<file path="src/rtl/core/pza_pkg.sv">
// Shared types and constants for the priority zone allocator.
// Holds request codes, slot status codes, the result beat and the
// controller/datapath command and status structs. No dependencies.
`timescale 1ns / 1ps
`default_nettype none

package pza_pkg;

    // Default sizes handed down by the top level
    localparam int MAX_ENTRIES_DEF = 32;
    localparam int NUM_ZONES_DEF   = 32;

    // Fixed field widths of the request and result beats
    localparam int TYPE_W = 3;
    localparam int ID_W   = 8;
    localparam int PRI_W  = 8;
    localparam int MASK_W = 32;

    // Request codes; the two unused codes are ignored
    typedef enum logic [TYPE_W-1:0] {
        REQ_REGISTER   = 3'd0,
        REQ_ACTIVATE   = 3'd1,
        REQ_DEACTIVATE = 3'd2,
        REQ_FRAME      = 3'd3,
        REQ_QUERY      = 3'd4,
        REQ_CLEAR      = 3'd5
    } req_kind_t;

    // Slot status codes
    typedef enum logic [1:0] {
        ST_IDLE   = 2'd0,
        ST_ACTIVE = 2'd1,
        ST_SHADOW = 2'd2
    } slot_status_t;

    // One result beat
    typedef struct packed {
        logic              entry_valid;
        logic [ID_W-1:0]   out_id;
        logic [PRI_W-1:0]  out_priority;
        logic              out_status;
        logic [MASK_W-1:0] granted_mask;
        logic              rendered;
        logic              last;
    } rsp_t;

    // Commands from the controller to the datapath
    typedef struct packed {
        logic accept;      // latch the request beat, rewind index and occupancy
        logic clear_cnt;   // empty the table
        logic reg_init;    // load index with the entry count
        logic idx_inc;
        logic idx_dec;
        logic rd_cur;      // read the slot at index
        logic rd_prev;     // read the slot below index
        logic wr_shift;    // write the read slot back one place up
        logic wr_new;      // write the new entry at index, bump the count
        logic upd_status;  // apply activate or deactivate to the read slot
        logic walk_eval;   // grant and list the read slot
        logic flush;       // emit the final beat of a listing
    } cmd_t;

    // Status from the datapath to the controller
    typedef struct packed {
        logic idx_end;     // index reached the entry count
        logic idx_zero;
        logic full;
        logic pri_gt;      // new priority beats the read slot
        logic id_match;    // read slot carries the requested id
        logic out_free;    // output register can take a beat this cycle
    } stat_t;

endpackage

`default_nettype wire

</file>
<file path="src/rtl/core/pza_ifs.sv">
// Request and result channel interfaces for the priority zone allocator.
// Valid/ready handshake with the payload fields alongside; uses pza_pkg.
`timescale 1ns / 1ps
`default_nettype none

interface pza_req_if;
    import pza_pkg::*;

    logic              valid;
    logic              ready;
    logic [TYPE_W-1:0] req_type;
    logic [ID_W-1:0]   effect_id;
    logic [PRI_W-1:0]  priority_req;
    logic [MASK_W-1:0] zone_mask;

    modport source (output valid, output req_type, output effect_id,
                    output priority_req, output zone_mask, input ready);
    modport sink   (input valid, input req_type, input effect_id,
                    input priority_req, input zone_mask, output ready);
endinterface

interface pza_rsp_if;
    import pza_pkg::*;

    logic              valid;
    logic              ready;
    logic              entry_valid;
    logic [ID_W-1:0]   out_id;
    logic [PRI_W-1:0]  out_priority;
    logic              out_status;
    logic [MASK_W-1:0] granted_mask;
    logic              rendered;
    logic              last;

    modport source (output valid, output entry_valid, output out_id,
                    output out_priority, output out_status, output granted_mask,
                    output rendered, output last, input ready);
    modport sink   (input valid, input entry_valid, input out_id,
                    input out_priority, input out_status, input granted_mask,
                    input rendered, input last, output ready);
endinterface

`default_nettype wire

</file>
<file path="src/rtl/core/pza_dpath.sv">
// Datapath of the priority zone allocator: slot memory, request latch,
// count/index/occupancy registers, pending listing beat and output register.
// Driven by pza_ctrl through pza_pkg::cmd_t; uses pza_pkg.
`timescale 1ns / 1ps
`default_nettype none

module pza_dpath #(
    parameter int MAX_ENTRIES = pza_pkg::MAX_ENTRIES_DEF,
    parameter int NUM_ZONES   = pza_pkg::NUM_ZONES_DEF
) (
    input  logic                        clk,
    input  logic                        rst_n,
    input  pza_pkg::cmd_t               cmd,
    output pza_pkg::stat_t              stat,
    input  logic [pza_pkg::TYPE_W-1:0]  req_type,
    input  logic [pza_pkg::ID_W-1:0]    effect_id,
    input  logic [pza_pkg::PRI_W-1:0]   priority_req,
    input  logic [pza_pkg::MASK_W-1:0]  zone_mask,
    input  logic                        rsp_ready,
    output logic                        rsp_valid,
    output pza_pkg::rsp_t               rsp_data
);
    import pza_pkg::*;

    localparam int ZW    = (NUM_ZONES < MASK_W) ? NUM_ZONES : MASK_W;
    localparam int CNT_W = $clog2(MAX_ENTRIES + 1);
    localparam int IDX_W = (MAX_ENTRIES > 1) ? $clog2(MAX_ENTRIES) : 1;

    typedef struct packed {
        logic [ID_W-1:0]  id;
        logic [PRI_W-1:0] prio;
        logic [ZW-1:0]    zones;
        slot_status_t     status;
    } entry_t;

    entry_t            mem [MAX_ENTRIES];
    entry_t            rd_reg;

    logic [TYPE_W-1:0] kind_reg;
    logic [ID_W-1:0]   id_reg;
    logic [PRI_W-1:0]  pri_reg;
    logic [ZW-1:0]     zm_reg;

    logic [CNT_W-1:0]  cnt_reg, cnt_next;
    logic [CNT_W-1:0]  idx_reg, idx_next;
    logic [CNT_W-1:0]  idx_prev;
    logic [ZW-1:0]     occ_reg, occ_next;
    logic              pend_valid_reg, pend_valid_next;
    rsp_t              pend_reg, pend_next;
    logic              out_valid_reg, out_valid_next;
    rsp_t              out_reg, out_next;

    logic              is_frame;
    logic              rd_active;
    logic [ZW-1:0]     grant;
    logic              grant_any;
    slot_status_t      walk_status;
    slot_status_t      list_status;
    rsp_t              listed;
    slot_status_t      find_status;
    logic              find_wr;
    logic              wr_en;
    entry_t            wr_data;
    logic              rd_en;
    logic [IDX_W-1:0]  rd_addr;
    logic              out_free;

    // Grant and listing for the slot just read
    always_comb
    begin
        is_frame    = (kind_reg == REQ_FRAME);
        rd_active   = (rd_reg.status != ST_IDLE);
        grant       = rd_reg.zones & ~occ_reg;
        grant_any   = |grant;
        if (grant_any)
            walk_status = ST_ACTIVE;
        else if (rd_reg.status == ST_ACTIVE)
            walk_status = ST_SHADOW;
        else
            walk_status = rd_reg.status;
        list_status = is_frame ? walk_status : rd_reg.status;

        listed.entry_valid  = 1'b1;
        listed.out_id       = rd_reg.id;
        listed.out_priority = rd_reg.prio;
        listed.out_status   = (list_status == ST_SHADOW);
        listed.granted_mask = is_frame ? MASK_W'(grant) : MASK_W'(rd_reg.zones);
        listed.rendered     = is_frame & grant_any;
        listed.last         = 1'b0;
    end

    // Activate and deactivate act only from the right status
    always_comb
    begin
        find_status = rd_reg.status;
        find_wr     = 1'b0;
        if (kind_reg == REQ_ACTIVATE && rd_reg.status == ST_IDLE)
        begin
            find_status = ST_ACTIVE;
            find_wr     = 1'b1;
        end
        else if (kind_reg == REQ_DEACTIVATE && rd_reg.status != ST_IDLE)
        begin
            find_status = ST_IDLE;
            find_wr     = 1'b1;
        end
    end

    // Select the memory write
    always_comb
    begin
        wr_en   = 1'b0;
        wr_data = rd_reg;
        if (cmd.wr_new)
        begin
            wr_en         = 1'b1;
            wr_data.id    = id_reg;
            wr_data.prio  = pri_reg;
            wr_data.zones = zm_reg;
            wr_data.status = ST_IDLE;
        end
        else if (cmd.wr_shift)
        begin
            wr_en = 1'b1;
        end
        else if (cmd.upd_status && find_wr)
        begin
            wr_en          = 1'b1;
            wr_data.status = find_status;
        end
        else if (cmd.walk_eval && is_frame && rd_active)
        begin
            wr_en          = 1'b1;
            wr_data.status = walk_status;
        end
    end

    assign idx_prev = idx_reg - CNT_W'(1);
    assign rd_en    = cmd.rd_cur | cmd.rd_prev;
    assign rd_addr  = cmd.rd_prev ? idx_prev[IDX_W-1:0] : idx_reg[IDX_W-1:0];

    // Slot memory, one write and one registered read per cycle
    always_ff @(posedge clk)
    begin
        if (wr_en)
            mem[idx_reg[IDX_W-1:0]] <= wr_data;
        if (rd_en)
            rd_reg <= mem[rd_addr];
    end

    // Latch the request beat
    always_ff @(posedge clk)
    begin
        if (cmd.accept)
        begin
            kind_reg <= req_type;
            id_reg   <= effect_id;
            pri_reg  <= priority_req;
            zm_reg   <= zone_mask[ZW-1:0];
        end
    end

    assign out_free = !out_valid_reg || rsp_ready;

    // Next values of count, index, occupancy and the result registers
    always_comb
    begin
        cnt_next        = cnt_reg;
        idx_next        = idx_reg;
        occ_next        = occ_reg;
        pend_valid_next = pend_valid_reg;
        pend_next       = pend_reg;
        out_valid_next  = out_valid_reg && !rsp_ready;
        out_next        = out_reg;

        if (cmd.clear_cnt)
            cnt_next = '0;
        else if (cmd.wr_new)
            cnt_next = cnt_reg + CNT_W'(1);

        if (cmd.accept)
            idx_next = '0;
        else if (cmd.reg_init)
            idx_next = cnt_reg;
        else if (cmd.idx_inc)
            idx_next = idx_reg + CNT_W'(1);
        else if (cmd.idx_dec)
            idx_next = idx_prev;

        if (cmd.accept)
            occ_next = '0;
        else if (cmd.walk_eval && is_frame && rd_active)
            occ_next = occ_reg | grant;

        // Hold one listed beat back so the final one can carry last
        if (cmd.walk_eval && rd_active)
        begin
            if (pend_valid_reg)
            begin
                out_valid_next = 1'b1;
                out_next       = pend_reg;
            end
            pend_next       = listed;
            pend_valid_next = 1'b1;
        end

        if (cmd.flush)
        begin
            out_valid_next = 1'b1;
            if (pend_valid_reg)
            begin
                out_next      = pend_reg;
                out_next.last = 1'b1;
            end
            else
            begin
                out_next      = '0;
                out_next.last = 1'b1;
            end
            pend_valid_next = 1'b0;
        end
    end

    always_ff @(posedge clk or negedge rst_n)
    begin
        if (!rst_n)
        begin
            cnt_reg        <= '0;
            idx_reg        <= '0;
            occ_reg        <= '0;
            pend_valid_reg <= 1'b0;
            out_valid_reg  <= 1'b0;
        end
        else
        begin
            cnt_reg        <= cnt_next;
            idx_reg        <= idx_next;
            occ_reg        <= occ_next;
            pend_valid_reg <= pend_valid_next;
            out_valid_reg  <= out_valid_next;
        end
    end

    // Result payloads need no reset
    always_ff @(posedge clk)
    begin
        pend_reg <= pend_next;
        out_reg  <= out_next;
    end

    // Report status to the controller
    always_comb
    begin
        stat.idx_end  = (idx_reg == cnt_reg);
        stat.idx_zero = (idx_reg == '0);
        stat.full     = (cnt_reg == CNT_W'(MAX_ENTRIES));
        stat.pri_gt   = (pri_reg > rd_reg.prio);
        stat.id_match = (rd_reg.id == id_reg);
        stat.out_free = out_free;
    end

    assign rsp_valid = out_valid_reg;
    assign rsp_data  = out_reg;

endmodule

`default_nettype wire

</file>
<file path="src/rtl/core/pza_ctrl.sv">
// Controller of the priority zone allocator: sequences insert, id search
// and table walks over the datapath; uses pza_pkg command/status structs.
`timescale 1ns / 1ps
`default_nettype none

module pza_ctrl (
    input  logic                       clk,
    input  logic                       rst_n,
    input  logic                       req_valid,
    input  logic [pza_pkg::TYPE_W-1:0] req_type,
    output logic                       req_ready,
    input  pza_pkg::stat_t             stat,
    output pza_pkg::cmd_t              cmd
);
    import pza_pkg::*;

    typedef enum logic [3:0] {
        S_IDLE,
        S_REG_INIT,
        S_REG_CHECK,
        S_REG_EVAL,
        S_FIND_READ,
        S_FIND_EVAL,
        S_WALK_READ,
        S_WALK_EVAL,
        S_FLUSH
    } state_t;

    state_t state_reg, state_next;

    assign req_ready = (state_reg == S_IDLE);

    // Decode commands and the next state
    always_comb
    begin
        cmd        = '0;
        state_next = state_reg;
        case (state_reg)
            S_IDLE:
            begin
                if (req_valid)
                begin
                    cmd.accept = 1'b1;
                    if (req_type == REQ_REGISTER)
                        state_next = S_REG_INIT;
                    else if (req_type inside {REQ_ACTIVATE, REQ_DEACTIVATE})
                        state_next = S_FIND_READ;
                    else if (req_type inside {REQ_FRAME, REQ_QUERY})
                        state_next = S_WALK_READ;
                    else if (req_type == REQ_CLEAR)
                        cmd.clear_cnt = 1'b1;
                end
            end
            // Drop the insert when the table is full
            S_REG_INIT:
            begin
                if (stat.full)
                    state_next = S_IDLE;
                else
                begin
                    cmd.reg_init = 1'b1;
                    state_next   = S_REG_CHECK;
                end
            end
            S_REG_CHECK:
            begin
                if (stat.idx_zero)
                begin
                    cmd.wr_new = 1'b1;
                    state_next = S_IDLE;
                end
                else
                begin
                    cmd.rd_prev = 1'b1;
                    state_next  = S_REG_EVAL;
                end
            end
            // Shift lower-priority slots up until the insert point
            S_REG_EVAL:
            begin
                if (stat.pri_gt)
                begin
                    cmd.wr_shift = 1'b1;
                    cmd.idx_dec  = 1'b1;
                    state_next   = S_REG_CHECK;
                end
                else
                begin
                    cmd.wr_new = 1'b1;
                    state_next = S_IDLE;
                end
            end
            S_FIND_READ:
            begin
                if (stat.idx_end)
                    state_next = S_IDLE;
                else
                begin
                    cmd.rd_cur = 1'b1;
                    state_next = S_FIND_EVAL;
                end
            end
            // Stop at the first slot with a matching id
            S_FIND_EVAL:
            begin
                if (stat.id_match)
                begin
                    cmd.upd_status = 1'b1;
                    state_next     = S_IDLE;
                end
                else
                begin
                    cmd.idx_inc = 1'b1;
                    state_next  = S_FIND_READ;
                end
            end
            S_WALK_READ:
            begin
                if (stat.idx_end)
                    state_next = S_FLUSH;
                else
                begin
                    cmd.rd_cur = 1'b1;
                    state_next = S_WALK_EVAL;
                end
            end
            // Hold while the output register is blocked
            S_WALK_EVAL:
            begin
                if (stat.out_free)
                begin
                    cmd.walk_eval = 1'b1;
                    cmd.idx_inc   = 1'b1;
                    state_next    = S_WALK_READ;
                end
            end
            S_FLUSH:
            begin
                if (stat.out_free)
                begin
                    cmd.flush  = 1'b1;
                    state_next = S_IDLE;
                end
            end
            default:
            begin
                state_next = S_IDLE;
            end
        endcase
    end

    always_ff @(posedge clk or negedge rst_n)
    begin
        if (!rst_n)
            state_reg <= S_IDLE;
        else
            state_reg <= state_next;
    end

endmodule

`default_nettype wire

</file>
<file path="src/rtl/core/priority_zone_allocator.sv">
// Top level of the priority zone allocator: joins pza_ctrl and pza_dpath
// to the request and result channels; uses pza_pkg and pza_ifs.
//
//   channel   dir   beat contents
//   req       in    req_type, effect_id, priority_req, zone_mask
//   rsp       out   entry_valid, out_id, out_priority, out_status, granted_mask, rendered, last
//
// Pace: one slot memory read port, so each slot is read in a read state and
// then evaluated in an eval state. Frame and query walk every table entry and
// then flush the closing beat; activate and deactivate search slots until the
// id matches or the table ends; register moves lower-priority slots up, and is
// dropped when the table is full; clear and unused codes finish in idle.
// Reset clears the entry count but not the slot memory, so no clearing
// pass runs. A stalled rsp beat holds the walk in place until the output
// register frees; req is taken only between requests.
`timescale 1ns / 1ps
`default_nettype none

module priority_zone_allocator #(
    parameter int MAX_ENTRIES = pza_pkg::MAX_ENTRIES_DEF,
    parameter int NUM_ZONES   = pza_pkg::NUM_ZONES_DEF
) (
    input  logic      clk,
    input  logic      rst_n,
    pza_req_if.sink   req,
    pza_rsp_if.source rsp
);
    import pza_pkg::*;

    cmd_t  cmd;
    stat_t stat;
    rsp_t  rsp_data;

    pza_ctrl u_ctrl (
        .clk       (clk),
        .rst_n     (rst_n),
        .req_valid (req.valid),
        .req_type  (req.req_type),
        .req_ready (req.ready),
        .stat      (stat),
        .cmd       (cmd)
    );

    pza_dpath #(
        .MAX_ENTRIES (MAX_ENTRIES),
        .NUM_ZONES   (NUM_ZONES)
    ) u_dpath (
        .clk          (clk),
        .rst_n        (rst_n),
        .cmd          (cmd),
        .stat         (stat),
        .req_type     (req.req_type),
        .effect_id    (req.effect_id),
        .priority_req (req.priority_req),
        .zone_mask    (req.zone_mask),
        .rsp_ready    (rsp.ready),
        .rsp_valid    (rsp.valid),
        .rsp_data     (rsp_data)
    );

    // Unpack the result beat onto the channel
    assign rsp.entry_valid  = rsp_data.entry_valid;
    assign rsp.out_id       = rsp_data.out_id;
    assign rsp.out_priority = rsp_data.out_priority;
    assign rsp.out_status   = rsp_data.out_status;
    assign rsp.granted_mask = rsp_data.granted_mask;
    assign rsp.rendered     = rsp_data.rendered;
    assign rsp.last         = rsp_data.last;

endmodule

`default_nettype wire

</file>
<file path="src/flat_wrapper.sv">
// flat-port wrapper written by rule: the top's interface ports become plain ports
module priority_zone_allocator_flat import pza_pkg::*;
#(
    parameter int MAX_ENTRIES = pza_pkg::MAX_ENTRIES_DEF,
    parameter int NUM_ZONES   = pza_pkg::NUM_ZONES_DEF
)
  (clk, rst_n, req_valid, req_req_type, req_effect_id, req_priority_req, req_zone_mask, req_ready, rsp_valid, rsp_entry_valid, rsp_out_id, rsp_out_priority, rsp_out_status, rsp_granted_mask, rsp_rendered, rsp_last, rsp_ready);
  pza_req_if req_i ();
  pza_rsp_if rsp_i ();
  input  logic clk;
  input  logic rst_n;
  input wire logic [$bits(req_i.valid)-1:0] req_valid;
  input wire logic [$bits(req_i.req_type)-1:0] req_req_type;
  input wire logic [$bits(req_i.effect_id)-1:0] req_effect_id;
  input wire logic [$bits(req_i.priority_req)-1:0] req_priority_req;
  input wire logic [$bits(req_i.zone_mask)-1:0] req_zone_mask;
  output wire logic [$bits(req_i.ready)-1:0] req_ready;
  output wire logic [$bits(rsp_i.valid)-1:0] rsp_valid;
  output wire logic [$bits(rsp_i.entry_valid)-1:0] rsp_entry_valid;
  output wire logic [$bits(rsp_i.out_id)-1:0] rsp_out_id;
  output wire logic [$bits(rsp_i.out_priority)-1:0] rsp_out_priority;
  output wire logic [$bits(rsp_i.out_status)-1:0] rsp_out_status;
  output wire logic [$bits(rsp_i.granted_mask)-1:0] rsp_granted_mask;
  output wire logic [$bits(rsp_i.rendered)-1:0] rsp_rendered;
  output wire logic [$bits(rsp_i.last)-1:0] rsp_last;
  input wire logic [$bits(rsp_i.ready)-1:0] rsp_ready;
  assign req_i.valid = req_valid;
  assign req_i.req_type = req_req_type;
  assign req_i.effect_id = req_effect_id;
  assign req_i.priority_req = req_priority_req;
  assign req_i.zone_mask = req_zone_mask;
  assign req_ready = req_i.ready;
  assign rsp_valid = rsp_i.valid;
  assign rsp_entry_valid = rsp_i.entry_valid;
  assign rsp_out_id = rsp_i.out_id;
  assign rsp_out_priority = rsp_i.out_priority;
  assign rsp_out_status = rsp_i.out_status;
  assign rsp_granted_mask = rsp_i.granted_mask;
  assign rsp_rendered = rsp_i.rendered;
  assign rsp_last = rsp_i.last;
  assign rsp_i.ready = rsp_ready;
  priority_zone_allocator #(.MAX_ENTRIES(MAX_ENTRIES), .NUM_ZONES(NUM_ZONES)) u_core (.clk(clk), .rst_n(rst_n), .req(req_i), .rsp(rsp_i));
endmodule
</file>
<file path="config.mk">
export PLATFORM = sky130hd
export DESIGN_NAME = priority_zone_allocator_flat
export DESIGN_NICKNAME = d
export VERILOG_FILES = /design/src/rtl/core/pza_pkg.sv /design/src/rtl/core/pza_ifs.sv /design/src/rtl/core/pza_dpath.sv /design/src/rtl/core/pza_ctrl.sv /design/src/rtl/core/priority_zone_allocator.sv /design/src/flat_wrapper.sv
export SDC_FILE = /design/constraint.sdc
export NUM_CORES = 2
export LEC_CHECK = 0
export ABC_AREA = 1
export BUFFER_PORTS_ARGS = -buffer_cell sky130_fd_sc_hd__buf_2
export CAP_MARGIN = 30
export CORE_ASPECT_RATIO = 1.75
export CORE_MARGIN = 2
export CORE_UTILIZATION = 48
export CTS_CLUSTER_DIAMETER = 120
export DETAILED_ROUTE_END_ITERATION = 10
export GPL_ROUTABILITY_DRIVEN = 0
export GPL_TIMING_DRIVEN = 0
export PLACE_DENSITY_LB_ADDON = 0.1
export SLEW_MARGIN = 15
export SYNTH_ARGS = -nofsm -noshare
export SYNTH_HDL_FRONTEND = slang
export SYNTH_HIERARCHICAL = 1
export SYNTH_SLANG_ARGS = --single-unit
</file>
<file path="constraint.sdc">
create_clock -name clk -period 7 [get_ports clk]
set_input_delay 1.4 -clock clk [delete_from_list [all_inputs] [get_ports clk]]
set_output_delay 1.4 -clock clk [all_outputs]
set_load 0.05 [all_outputs]
</file>
==> impl_metrics.tcl <==
set metrics [dict create \
    status "finished clean" \
    core-area_mm2 0.161 \
    syn-instance-count 6835 \
    post-route-period-util_pct 70.8 \
    path_cells "inv_1, ha_1, a21oi_1, nor2_1, a211oi_1, a21oi_1, o31ai_1, clkbuf_1, nor3_1, nand2_1, nand2_1, nor2_4, buf_12, buf_12" \
    ioPinCount 109 \
    syn_nets 6904 \
    cp_max_fo 21 \
    multi_input_area_mm2 0.0189 \
    ys_ff_latch 1853 \
    cts_setup_buffers 0 \
    cts-resized-gates 0 \
    grt.overflow.total 0 \
    final_antenna_net_count 0 \
    cts.path.max_buffers 4 \
    required_ns 7.49 \
    largest_register_ff_count 1600 \
    wire_per_inst_um 26.0 \
    design_area_mm2 0.0899 \
    hold_viol 0 \
    crit_family "simple AND/OR/NAND/NOR gates" \
    hp-class "flip-flop to flip-flop" \
    synth_edf_count 1803 \
    synth.most_common_cell "nand2_1" \
    synth_cell_type_count 37 \
    vias 51400 \
    cts.sinks 1853 \
    crit_path_end_kind "flip-flop" \
    rows 195 \
    r2r_start "u_core/u_dpath/listed[40]" \
    wirelength_um 246000 \
    worstSetupPathType "flip-flop to flip-flop" \
    ctsHtreeMaxLevel 4 \
    drv_slew 0 \
    crit_start "u_core/u_dpath/listed[40]" \
    synth_top_cell_by_area "edfxtp_1" \
    drv_cap 0 \
    seqCellArea_mm2 0.0554 \
    skew_ns 0.0567 \
    rsz0062_at_grt "no" \
    die_w_um 308 \
    dp_hpwl_um 178000 \
    ys_warn_count 6 \
    holdWs_ns 0.472 \
    yosysTopAreaCellShare_pct 69.7 \
    grt_pass1_wl_um 346000 \
    die-area_mm2 0.165 \
    grt_max_degree 51 \
    synth-async-reset-ratio_pct 2.70 \
    final_nets 7314 \
    drc 0 \
    hp-start "u_core/u_dpath/listed[46]" \
    clk_pin_slew_ns 0.06 \
    slowest_delay_ns 0.69 \
    ys_top_cells_by_count "nand2_1 (2,821), edfxtp_1 (1,803), nand3_1 (674)" \
    avgSynthCellArea_um2 11.4 \
    initial_core_util_pct 48.2 \
    fin_crit_ns 4.95 \
    leakage_nw 35.1 \
    grt_usage_pct 29.7 \
    critPathSlowestCell "nor2_4" \
    syn-cell-area_mm2 0.0776 \
    drive_gt1_share_pct 13.0 \
    tritoncts "built" \
    max_slew_margin_pct 30.3 \
    setup_viol 0 \
    cts_made_buffers 174 \
    first_pass_iters 6 \
    start_kind "flip-flop" \
    place_area_mm2 0.0845 \
    synthTopCellsByArea "edfxtp_1 (70%), nand2_1 (14%), nand3_1 (4.3%)" \
    grt_pass1_vias 50300 \
    holdBufCountCts 0 \
    synth-seq-area-share_pct 71.4 \
    cts-root-buf "clkbuf_16" \
    ir_worst_vdd_uv 554 \
    crit_arrival_ns 5.44 \
    max_freq_ghz 0.202 \
    drtIter0Drc 5056 \
    fp.dieH_um 536 \
    n_fill_cell 13400 \
    portBuffers 108 \
    syn_to_final_growth_pct 15.8 \
    clk_latency_ns 0.84 \
    via_per_inst 5.44 \
    tightest_slew_ns 1.05 \
    synthFlopType "edfxtp_1" \
    antenna_found_initial 13 \
    path_buf_inv 4 \
    p_per_area_mw_per_mm2 543 \
]
## power by group
group	internal (mW)	switching [mW]
Sequential	15.2	0.309
Clock	5.11	4.04
Combinational	6.28	17.8
Total	26.6	22.2
## through the flow
| stage | TNS, ns | cells | power (mW) | util (%) | setup WS, ns |
|---|---|---|---|---|---|
| floorplan | 0 | 6835 | 28.2 | - | 0.526 |
| global placement | -4939.31 | 9011 | 38.1 | 50.2 | -3.64 |
| detailed placement | 0 | 9137 | 39.6 | 52.5 | 1.43 |
| CTS | 0 | 9440 | 48.7 | 55.8 | 2.05 |
| global route | 0 | 9441 | 50.8 | 55.8 | 1.83 |
| finish | 0 | 9445 | 48.8 | 55.8 | 2.05 |
## final timing paths
kind	to	slack, ns	depth (start not counted)
min	u_core/u_dpath/pend_reg[46]	0.47	0
max in group asynchronous	u_core/u_dpath/cnt_reg[5]	5.86	1
max reg2reg	u_core/u_dpath/mem[29][36]	2.05	14
min reg2reg	u_core/u_dpath/pend_reg[46]	0.47	0
max	u_core/u_dpath/mem[29][36]	2.05	14
min in group asynchronous	u_core/u_dpath/occ_reg[29]	0.63	1
## placed cells by master (no fill, tap or decap), types with 59 or more instances in the layout
cell | netlist | routed
nand2_1 | 2821 | 2815
edfxtp_1 | 1803 | 1803
nand3_1 | 674 | 674
inv_1 | 521 | 521
buf_2 | 197 | 304
clkbuf_16 | 0 | 177
o211ai_1 | 155 | 155
o211ai_2 | 100 | 100
clkbuf_1 | 65 | 94
nor2_1 | 115 | 82
buf_16 | 0 | 64
buf_12 | 0 | 59
## kinds of logic (layout without fill, tap and decap cells)
| family | count (synthesis) | in the layout | share of synthesized area, % |
|---|---|---|---|
| compound gates | 413 | 413 | 4.15 |
| simple gates | 3643 | 3643 | 18.8 |
| flops | 1853 | 1853 | 71.4 |
| xor+xnor | 10 | 10 | 0.113 |
| fa+ha+maj | 14 | 14 | 0.226 |
| buf+inv | 902 | 1439 | 5.31 |
| other cells | 0 | 5 | 0 |
## routing by layer
metal / GRT usage [%] / wire, um / up-vias
met4: 18.3 / 17300 / 0
met1: 34.6 / 88600 / 25000
met2: 52.5 / 125000 / 1968
li1: - / - / 23900
met5: 0 / 0 / -
met3: 3.15 / 15000 / 534
## final cells by class
class	count	share of cell area [%]
Buffer	371	2.37
Inverter	531	2.22
Sequential cell	1853	61.6
Multi-Input combinational cell	4080	21.0
Antenna cell	5	0.0139
Tap cell	2068	2.88
Clock inverter	88	0.816
Timing Repair Buffer	234	3.93
Clock buffer	215	5.13
(Power assumes the default switching activity.)
